**src/hw/rtl/gcod_pkg.sv**
```systemverilog
// ----------------------------------------------------------------------------
// gcod_pkg
// Types and constants shared by the grid cell occupancy detector.
// ----------------------------------------------------------------------------
`timescale 1ns / 1ps

package gcod_pkg;

  // Sampling pitch inside a cell, a power of two
  localparam int SAMPLE_SHIFT = 2;
  localparam int SAMPLE_STEP  = 1 << SAMPLE_SHIFT;
  localparam int MAX_ROWS     = 64;
  localparam int COUNT_W      = 13;
  localparam logic [COUNT_W-1:0] COUNT_MAX = '1;
  localparam int POS_SAT      = 127;

  // Configuration register indexes
  typedef enum logic [2:0] {
    REG_IMAGE_WIDTH = 3'd0,
    REG_CELL_WIDTH  = 3'd1,
    REG_CELL_HEIGHT = 3'd2,
    REG_GRID_COLS   = 3'd3,
    REG_GRID_ROWS   = 3'd4
  } reg_index_t;

  typedef struct packed {
    logic [7:0] red;
    logic [7:0] green;
    logic [7:0] blue;
    logic       frame_start;
  } pixel_t;

  typedef struct packed {
    logic [11:0] cell_index;
    logic [5:0]  cell_col;
    logic [5:0]  cell_row;
    logic        occupied;
  } cell_t;

  typedef struct packed {
    logic [12:0] image_width;
    logic [8:0]  cell_width;
    logic [8:0]  cell_height;
    logic [6:0]  grid_cols;
    logic [6:0]  grid_rows;
  } cfg_t;

  // Per-pixel update handed from the position tracker to the counter stage
  typedef struct packed {
    logic        live;   // pixel lies inside the grid
    logic        first;  // top-left pixel of its cell
    logic        inc;    // sampled and not black
    logic        last;   // bottom-right pixel of its cell
    logic [6:0]  col;
    logic [5:0]  row;
    logic [11:0] index;
  } cell_op_t;

endpackage

```
**src/hw/rtl/gcod_ram.sv**
```systemverilog
// ----------------------------------------------------------------------------
// gcod_ram
// Simple dual-port RAM, one write and one registered read port.
// ----------------------------------------------------------------------------
`timescale 1ns / 1ps

module gcod_ram #(
  parameter int WIDTH = 13,
  parameter int DEPTH = 64
) (
  input  logic                                   clk,
  input  logic                                   we,
  input  logic [(DEPTH > 1 ? $clog2(DEPTH) : 1)-1:0] waddr,
  input  logic [WIDTH-1:0]                       wdata,
  input  logic                                   re,
  input  logic [(DEPTH > 1 ? $clog2(DEPTH) : 1)-1:0] raddr,
  output logic [WIDTH-1:0]                       rdata
);

  logic [WIDTH-1:0] mem [DEPTH];

  always_ff @(posedge clk) begin
    if (we) begin
      mem[waddr] <= wdata;
    end
    if (re) begin
      rdata <= mem[raddr];
    end
  end

endmodule

```
**src/hw/rtl/gcod_pos.sv**
```systemverilog
// ----------------------------------------------------------------------------
// gcod_pos
// Raster position tracker: decodes each incoming pixel into a cell update.
// ----------------------------------------------------------------------------
`timescale 1ns / 1ps

module gcod_pos #(
  parameter int MAX_COLS = 64
) (
  input  logic              clk,
  input  logic              rst,
  input  logic              accept,
  input  gcod_pkg::pixel_t  pixel,
  input  gcod_pkg::cfg_t    cfg,
  output gcod_pkg::cell_op_t op
);

  logic [11:0] line_pos;
  logic [7:0]  x_in_cell;
  logic [6:0]  cell_col_pos;
  logic [7:0]  y_in_cell;
  logic [6:0]  cell_row_pos;

  logic [11:0] line_pos_next;
  logic [7:0]  x_in_cell_next;
  logic [6:0]  cell_col_pos_next;
  logic [7:0]  y_in_cell_next;
  logic [6:0]  cell_row_pos_next;

  logic [11:0] px;
  logic [7:0]  xc;
  logic [6:0]  pcol;
  logic [7:0]  yc;
  logic [6:0]  prow;
  logic [11:0] iw_m1;
  logic [7:0]  cw_m1;
  logic [7:0]  ch_m1;
  logic [6:0]  cols;
  logic [6:0]  rows;
  logic [13:0] area;
  logic [13:0] lin;
  logic        hit;
  logic        sampled;

  // A frame start places this pixel at the origin
  assign px   = pixel.frame_start ? '0 : line_pos;
  assign xc   = pixel.frame_start ? '0 : x_in_cell;
  assign pcol = pixel.frame_start ? '0 : cell_col_pos;
  assign yc   = pixel.frame_start ? '0 : y_in_cell;
  assign prow = pixel.frame_start ? '0 : cell_row_pos;

  always_comb begin
    if (cfg.image_width == '0) begin
      iw_m1 = '0;
    end else if (cfg.image_width >= 13'd4096) begin
      iw_m1 = '1;
    end else begin
      iw_m1 = 12'(cfg.image_width - 13'd1);
    end
    if (cfg.cell_width == '0) begin
      cw_m1 = '0;
    end else if (cfg.cell_width >= 9'd256) begin
      cw_m1 = '1;
    end else begin
      cw_m1 = 8'(cfg.cell_width - 9'd1);
    end
    if (cfg.cell_height == '0) begin
      ch_m1 = '0;
    end else if (cfg.cell_height >= 9'd256) begin
      ch_m1 = '1;
    end else begin
      ch_m1 = 8'(cfg.cell_height - 9'd1);
    end
  end

  assign cols = (int'(cfg.grid_cols) > MAX_COLS) ? 7'(MAX_COLS) : cfg.grid_cols;
  assign rows = ({2'b00, cfg.grid_rows} > 9'(gcod_pkg::MAX_ROWS)) ?
                7'(gcod_pkg::MAX_ROWS) : cfg.grid_rows;

  assign hit     = (pixel.red | pixel.green | pixel.blue) != 8'd0;
  assign sampled = (xc[gcod_pkg::SAMPLE_SHIFT-1:0] == '0) &&
                   (yc[gcod_pkg::SAMPLE_SHIFT-1:0] == '0);

  // Mirrored map index, kept modulo the 12-bit field
  assign area = 14'(rows) * 14'(cols);
  assign lin  = 14'(cols) * 14'(prow) + 14'(pcol);

  always_comb begin
    op.live  = (pcol < cols) && (prow < rows);
    op.first = (xc == '0) && (yc == '0);
    op.inc   = sampled && hit;
    op.last  = (xc == cw_m1) && (yc == ch_m1);
    op.col   = pcol;
    op.row   = prow[5:0];
    op.index = 12'(area - 14'd1 - lin);
  end

  always_comb begin
    line_pos_next     = px;
    x_in_cell_next    = xc;
    cell_col_pos_next = pcol;
    y_in_cell_next    = yc;
    cell_row_pos_next = prow;
    if (px >= iw_m1) begin
      // wrap to the next line
      line_pos_next     = '0;
      x_in_cell_next    = '0;
      cell_col_pos_next = '0;
      if (yc >= ch_m1) begin
        y_in_cell_next = '0;
        if (prow < 7'(gcod_pkg::POS_SAT)) begin
          cell_row_pos_next = prow + 7'd1;
        end
      end else begin
        y_in_cell_next = yc + 8'd1;
      end
    end else begin
      line_pos_next = px + 12'd1;
      if (xc >= cw_m1) begin
        x_in_cell_next = '0;
        if (pcol < 7'(gcod_pkg::POS_SAT)) begin
          cell_col_pos_next = pcol + 7'd1;
        end
      end else begin
        x_in_cell_next = xc + 8'd1;
      end
    end
  end

  always_ff @(posedge clk) begin
    if (rst) begin
      line_pos     <= '0;
      x_in_cell    <= '0;
      cell_col_pos <= '0;
      y_in_cell    <= '0;
      cell_row_pos <= '0;
    end else if (accept) begin
      line_pos     <= line_pos_next;
      x_in_cell    <= x_in_cell_next;
      cell_col_pos <= cell_col_pos_next;
      y_in_cell    <= y_in_cell_next;
      cell_row_pos <= cell_row_pos_next;
    end
  end

endmodule

```
**src/hw/rtl/gcod_acc.sv**
```systemverilog
// ----------------------------------------------------------------------------
// gcod_acc
// Column count read-modify-write stage around the count RAM.
// ----------------------------------------------------------------------------
`timescale 1ns / 1ps

module gcod_acc #(
  parameter int MAX_COLS = 64
) (
  input  logic               clk,
  input  logic               rst,
  input  logic               accept,
  input  gcod_pkg::cell_op_t op,
  input  gcod_pkg::cfg_t     cfg,
  input  logic               out_free,
  output logic               ready,
  output logic               res_valid,
  output gcod_pkg::cell_t    res
);

  localparam int AW = (MAX_COLS > 1) ? $clog2(MAX_COLS) : 1;
  localparam int VD = 1 << AW;
  localparam int CW = gcod_pkg::COUNT_W;

  logic               s1_valid;
  gcod_pkg::cell_op_t s1_op;
  logic               s1_seen;
  logic               s1_adv;
  logic [AW-1:0]      rd_addr;
  logic [AW-1:0]      s1_addr;
  logic [CW-1:0]      rdata;
  logic [VD-1:0]      seen;
  logic               wr_valid;
  logic [AW-1:0]      wr_addr;
  logic [CW-1:0]      wr_data;
  logic [CW-1:0]      old_cnt;
  logic [CW-1:0]      base_cnt;
  logic [CW-1:0]      new_cnt;
  logic               we;
  logic [8:0]         cwc;
  logic [8:0]         chc;
  logic [15:0]        area;
  logic [CW-1:0]      thresh;

  assign rd_addr = AW'(op.col);
  assign s1_addr = AW'(s1_op.col);

  gcod_ram #(
    .WIDTH (CW),
    .DEPTH (MAX_COLS)
  ) u_ram (
    .clk   (clk),
    .we    (we),
    .waddr (s1_addr),
    .wdata (new_cnt),
    .re    (accept && op.live),
    .raddr (rd_addr),
    .rdata (rdata)
  );

  // Hold while a finished cell cannot move into the output register
  assign s1_adv = !s1_op.last || out_free;
  assign ready  = !s1_valid || s1_adv;
  assign we     = s1_valid && s1_adv;

  // Take the newest write when it hit the same column; unwritten columns read zero
  always_comb begin
    if (wr_valid && (wr_addr == s1_addr)) begin
      old_cnt = wr_data;
    end else if (s1_seen) begin
      old_cnt = rdata;
    end else begin
      old_cnt = '0;
    end
    base_cnt = s1_op.first ? '0 : old_cnt;
    new_cnt  = (s1_op.inc && (base_cnt != gcod_pkg::COUNT_MAX)) ? base_cnt + 1'b1 : base_cnt;
  end

  always_comb begin
    if (cfg.cell_width == '0) begin
      cwc = 9'd1;
    end else if (cfg.cell_width > 9'd256) begin
      cwc = 9'd256;
    end else begin
      cwc = cfg.cell_width;
    end
    if (cfg.cell_height == '0) begin
      chc = 9'd1;
    end else if (cfg.cell_height > 9'd256) begin
      chc = 9'd256;
    end else begin
      chc = cfg.cell_height;
    end
  end

  assign area   = 16'(cwc >> gcod_pkg::SAMPLE_SHIFT) * 16'(chc);
  assign thresh = CW'(area >> gcod_pkg::SAMPLE_SHIFT);

  assign res_valid = s1_valid && s1_op.last;

  always_comb begin
    res.cell_index = s1_op.index;
    res.cell_col   = s1_op.col[5:0];
    res.cell_row   = s1_op.row;
    res.occupied   = (new_cnt != '0) && ({new_cnt, 1'b0} >= {1'b0, thresh});
  end

  always_ff @(posedge clk) begin
    if (rst) begin
      s1_valid <= 1'b0;
      wr_valid <= 1'b0;
      seen     <= '0;
    end else begin
      if (accept) begin
        s1_valid <= op.live;
      end else if (s1_adv) begin
        s1_valid <= 1'b0;
      end
      if (we) begin
        wr_valid      <= 1'b1;
        seen[s1_addr] <= 1'b1;
      end
    end
  end

  always_ff @(posedge clk) begin
    if (accept) begin
      s1_op   <= op;
      s1_seen <= seen[rd_addr];
    end
    if (we) begin
      wr_addr <= s1_addr;
      wr_data <= new_cnt;
    end
  end

endmodule

```
**src/hw/rtl/grid_cell_occupancy_detector.sv**
```systemverilog
// ----------------------------------------------------------------------------
// grid_cell_occupancy_detector
// Per-cell foreground occupancy over a raster pixel stream.
// ----------------------------------------------------------------------------
// Pixels enter on in_valid/in_ready, one transaction per pixel, line by line;
// frame_start puts a pixel at the top-left corner. Each pixel that completes
// a grid cell yields one transaction on out_valid/out_ready carrying the
// cell's column, row, mirrored map index and occupancy flag.
// Throughput: one pixel per clock while in_ready is high. The per-column hit
// count is read from the count RAM at acceptance and written back when the
// stage advances; the next pixel of the same column takes the written value
// by forwarding. A cell's result passes through the stage register and then
// the output register, where it waits until out_ready takes it.
// While a result waits in the output register, pixels are still accepted;
// in_ready drops only when a second finished cell is waiting behind it.
// Reset: configuration returns to 640 wide, 80 by 60 cells, 8 by 8 grid;
// the position returns to the origin and all column counts read as zero
// until written, with no clearing pass. The user must write configuration
// via cfg_we/cfg_index/cfg_data only while idle, unenforced by the block.
// ----------------------------------------------------------------------------
`timescale 1ns / 1ps

module grid_cell_occupancy_detector #(
  parameter int MAX_COLS = 64
) (
  input  logic             clk,
  input  logic             rst,
  input  logic             in_valid,
  output logic             in_ready,
  input  gcod_pkg::pixel_t in_data,
  output logic             out_valid,
  input  logic             out_ready,
  output gcod_pkg::cell_t  out_data,
  input  logic             cfg_we,
  input  logic [2:0]       cfg_index,
  input  logic [12:0]      cfg_data
);

  gcod_pkg::cfg_t     cfg;
  gcod_pkg::cell_op_t op;
  gcod_pkg::cell_t    res;
  logic               accept;
  logic               out_free;
  logic               res_valid;

  always_ff @(posedge clk) begin
    if (rst) begin
      cfg.image_width <= 13'd640;
      cfg.cell_width  <= 9'd80;
      cfg.cell_height <= 9'd60;
      cfg.grid_cols   <= 7'd8;
      cfg.grid_rows   <= 7'd8;
    end else if (cfg_we) begin
      unique case (gcod_pkg::reg_index_t'(cfg_index))
        gcod_pkg::REG_IMAGE_WIDTH: cfg.image_width <= cfg_data;
        gcod_pkg::REG_CELL_WIDTH:  cfg.cell_width  <= cfg_data[8:0];
        gcod_pkg::REG_CELL_HEIGHT: cfg.cell_height <= cfg_data[8:0];
        gcod_pkg::REG_GRID_COLS:   cfg.grid_cols   <= cfg_data[6:0];
        gcod_pkg::REG_GRID_ROWS:   cfg.grid_rows   <= cfg_data[6:0];
        default: ;
      endcase
    end
  end

  assign accept   = in_valid && in_ready;
  assign out_free = !out_valid || out_ready;

  gcod_pos #(
    .MAX_COLS (MAX_COLS)
  ) u_pos (
    .clk    (clk),
    .rst    (rst),
    .accept (accept),
    .pixel  (in_data),
    .cfg    (cfg),
    .op     (op)
  );

  gcod_acc #(
    .MAX_COLS (MAX_COLS)
  ) u_acc (
    .clk       (clk),
    .rst       (rst),
    .accept    (accept),
    .op        (op),
    .cfg       (cfg),
    .out_free  (out_free),
    .ready     (in_ready),
    .res_valid (res_valid),
    .res       (res)
  );

  // Output register
  always_ff @(posedge clk) begin
    if (rst) begin
      out_valid <= 1'b0;
    end else if (out_free) begin
      out_valid <= res_valid;
    end
  end

  always_ff @(posedge clk) begin
    if (out_free && res_valid) begin
      out_data <= res;
    end
  end

endmodule

```
**config.mk**
```make
export PLATFORM = sky130hd
export DESIGN_NAME = grid_cell_occupancy_detector
export DESIGN_NICKNAME = d
export VERILOG_FILES = /design/src/hw/rtl/gcod_pkg.sv /design/src/hw/rtl/gcod_ram.sv /design/src/hw/rtl/gcod_pos.sv /design/src/hw/rtl/gcod_acc.sv /design/src/hw/rtl/grid_cell_occupancy_detector.sv
export SDC_FILE = /design/constraint.sdc
export NUM_CORES = 2
export LEC_CHECK = 0
export BUFFER_PORTS_ARGS = -buffer_cell sky130_fd_sc_hd__buf_2
export CAP_MARGIN = 20
export CORE_MARGIN = 2
export CORE_UTILIZATION = 55
export CTS_CLUSTER_SIZE = 28
export DETAILED_ROUTE_END_ITERATION = 6
export PLACE_DENSITY = 0.71
export SYNTH_ARGS = -nofsm -noshare
export SYNTH_HDL_FRONTEND = slang
export SYNTH_SLANG_ARGS = --single-unit
```
**constraint.sdc**
```tcl
create_clock -name clk -period 8.2 [get_ports clk]
set_input_delay 0.82 -clock clk [delete_from_list [all_inputs] [get_ports clk]]
set_output_delay 0.82 -clock clk [all_outputs]
set_load 0.02 [all_outputs]
```
==> qor.yml <==
final_layout:
  nNetsFinal: 4074
  fin_area_um2: 55450
  fill_cells: 6793
  final_util_pct: 61.60
  synthToLayoutAreaGrowth_pct: 11.08
  layout-drive-gt1-share_pct: 14.13
  antennaDiodeCount: 0
pwr:
  power_per_cell_area_nw_per_um2: 206.1
  power_uw: 11430
  p_leak_uw: 0.01926
  ir_drop_v: 0.0001621
flow_run:
  cap_viol_max_count: 0
hold_path:
  hold_end: "cfg[41]"
  worstHoldStart: "cfg_data[9]"
  min_path_cells: 3
  hold_path_class: "input pin to register"
sta:
  achievable-frequency_mhz: 144.8
  worstMarginPinSlew_ns: 1.063
  setup_violations: 0
  period_needed_ns: 6.906
  fin_skew_ns: 0.03164
  final_min_period_over_clock_period_pct: 84.22
  slew_violations: 0
  slew_headroom_pct: 29.08
  timing_hold_violations_final: 0
  final.setup.tns_ns: 0
  rsz0062_at_grt: "false"
  worst_slack_ns: 1.294
floorplan:
  core_area_um2: 90010
  die-area_um2: 93180
  ios: 73
  die_h_um: 305.3
  die_x_um: 305.3
  rows: 110
  initial_core_util_pct: 55.46
placed_design:
  placed_cell_area_um2: 51770
  port_buffers: 72
  dp_hpwl_mm: 74.42
  pre_cts_ws_ns: 1.306
  place_congestion: 0.9272
synth:
  synth_edf_count: 917
  synth_area_um2: 49920
  ys_types: 79
  syn_nets: 4028
  yosysWarnings: 0
  synth-seq-cells: 1071
  synth_seq_area_share_pct: 61.34
  synth_async_sr_flop_share_pct: 0
  syn-instance-count: 3733
  synth_flop_cell: "edfxtp_1"
  synth_area_per_cell_um2: 13.37
clock_network:
  ctsResizeCount: 0
  cts_setup_buffers: 0
  cts_buffers: 106
  clk_path_buf_depth: 3
  cts_hold_buffers: 0
  path_clk_slew_ns: 0.06
  clkSinkCount: 1071
  cts_tree: "done"
  clkLatencyLatePin_ns: 0.70
  htree_levels: 3
  cts-root-buf: "clkbuf_16"
worst_setup_path:
  r2r_start: "cfg[22]"
  cp_max_fo: 20
  path_class: "register to register"
  r2r_end: "out_data[0]"
  start_kind: "register"
  required_ns: 8.63
  cp-end-kind: "register"
  r2r_cells: 26
  regToRegSetupSlack_ns: 1.29
  worstPathArrival_ns: 7.33
global_routing:
  gr-total-overflow: 0
  grt_pass1_vias: 30980
  grt_usage_pct: 26.03
  grt_max_degree: 105
  grt_pass1_wl_mm: 185.5
  antenna_found_initial: 1
detailed_routing:
  routed.top_layer: "met5"
  routed_wl_mm: 121.0
  drt_iter0_drc: 3267
  firstDrtPassIters: 6
  wl_met3_mm: 9.079
  wl_met1_mm: 50.00
  wl_per_cell_um: 23.98
  antenna_left: 0
  vias_per_cell: 6.150
  vias: 31030
  drcViolationCount: 0
  wl_met2_mm: 57.86
status:
  outcome: "completed"
-- power by group --
part	internal, uW	switching (uW)	total, uW
Combinational	169	289	458
Clock	2940	2080	5020
Sequential	5920	29.2	5950
Total	9030	2400	11400
-- metal layers --
metal  track usage (%)  vias up
met5                 0        -
met2             43.03     1285
met1             35.68    15560
li1                  -    13960
met3             3.688      216
met4             8.913        2
-- sequential cells by signal, summed over array words and instances, names as in the netlist --
register,cells
cfg,45
u_acc.res,24
u_acc.s1_seen,1
u_acc.u_ram.mem,832
u_pos.y_in_cell,8
u_acc.wr_addr,6
u_acc.u_ram.rdata,13
out_valid,1
u_pos.x_in_cell,8
u_pos.cell_col_pos,7
u_acc.wr_data,13
u_acc.s1_op,3
u_pos.cell_row_pos,7
u_pos.line_pos,12
u_acc.s1_valid,1
u_acc.seen,64
u_acc.wr_valid,1
out_data,25
-- worst max-delay path by stage --
stage                  startpoint     endpoint  depth (start not counted)  slack, ns
floorplan           u_acc.res[12]  out_data[0]                         22       0.65
global placement          cfg[22]  out_data[0]                         26       1.37
detailed placement        cfg[22]  out_data[0]                         26       1.31
CTS                       cfg[22]  out_data[0]                         26       1.26
global route              cfg[22]  out_data[0]                         26       0.67
finish                    cfg[22]  out_data[0]                         26       1.29
-- synthesized netlist by cell type, drive strengths merged (42+ instances only) --
| cell | number | share of area [%] |
|---|---|---|
| nand3 | 79 | 0.79 |
| mux2i | 172 | 3.4 |
| o22ai | 44 | 0.55 |
| a21oi | 224 | 2.3 |
| nor2 | 278 | 2.1 |
| buf | 42 | 0.38 |
| nor2b | 101 | 1.3 |
| xnor2 | 45 | 0.79 |
| dfxtp | 154 | 6.2 |
| o21ai | 127 | 1.3 |
| ha | 142 | 3.6 |
| inv | 168 | 1.3 |
| nand2 | 305 | 2.3 |
| o221ai | 50 | 0.88 |
| o21a | 56 | 0.84 |
| mux2 | 64 | 1.4 |
| edfxtp | 917 | 55 |
| mux4 | 92 | 4.2 |
| fa | 107 | 4.3 |
| clkbuf | 166 | 1.2 |
-- cells by family (layout without fill, tap and decap cells) --
logic type      after synthesis  in the layout  synth area share (%)
simple gates                946            946                 8.903
xor+xnor                     70             70                 1.228
fa+ha+maj                   249            249                 7.851
buf+inv                     385            522                 2.960
compound gates              684            684                 8.673
mux                         328            328                 9.044
flops                      1071           1071                 61.34
-- metrics by stage --
stage | cells | hold WS (ns)
finish | 5046 | 0.3769
floorplan | 3733 | 0.4003
CTS | 5046 | 0.3547
global placement | 4845 | 0.4032
detailed placement | 4847 | 0.4045
global route | 5046 | 0.3953
-- cell type report --
cell class              instances  area (um2)  share of cell area (%)
flip-flops and latches       1071       30630                   55.24
clock inverters                51       601.8                   1.085
well taps                    1176        1471                   2.654
inverters                     177       665.6                   1.201
clock buffers                 148        3075                   5.547
repair buffers                146       945.9                   1.706
multi-input cells            2277       18050                   32.56
-- critical path: stages (launching register included) --
cell      delay, ns
dfxtp_1        0.70
inv_1          0.43
o21ai_0        0.23
a21boi_0       0.55
or2_2          0.24
fa_1           0.41
fa_1           0.55
inv_1          0.06
fa_1           0.53
inv_1          0.05
fa_1           0.54
inv_1          0.04
ha_1           0.30
inv_1          0.08
a21oi_1        0.05
o21ai_0        0.19
a21boi_0       0.11
o21ai_0        0.22
nand2b_1       0.11
xnor2_1        0.14
ha_1           0.31
a21o_1         0.16
a21o_1         0.18
o21ai_0        0.16
a21oi_1        0.06
o31ai_1        0.19
a32oi_1        0.08
-- cell usage in the layout (no fill, tap or decap), drive strengths merged, types with 18 or more instances in the layout --
master	Yosys	layout
a211oi	39	39
a21o	18	18
a21oi	224	224
a22oi	25	25
and3	30	30
buf	42	146
clkbuf	166	148
clkinv	9	41
dfxtp	154	154
edfxtp	917	917
fa	107	107
ha	142	142
inv	168	173
mux2	64	64
mux2i	172	172
mux4	92	92
nand2	305	305
nand3	79	79
nor2	278	278
nor2b	101	101
nor3	29	29
o211ai	39	39
o21a	56	56
o21ai	127	127
o221ai	50	50
o22ai	44	44
xnor2	45	45
xor2	25	25
Note: power is estimated with default switching activity, not from simulation.
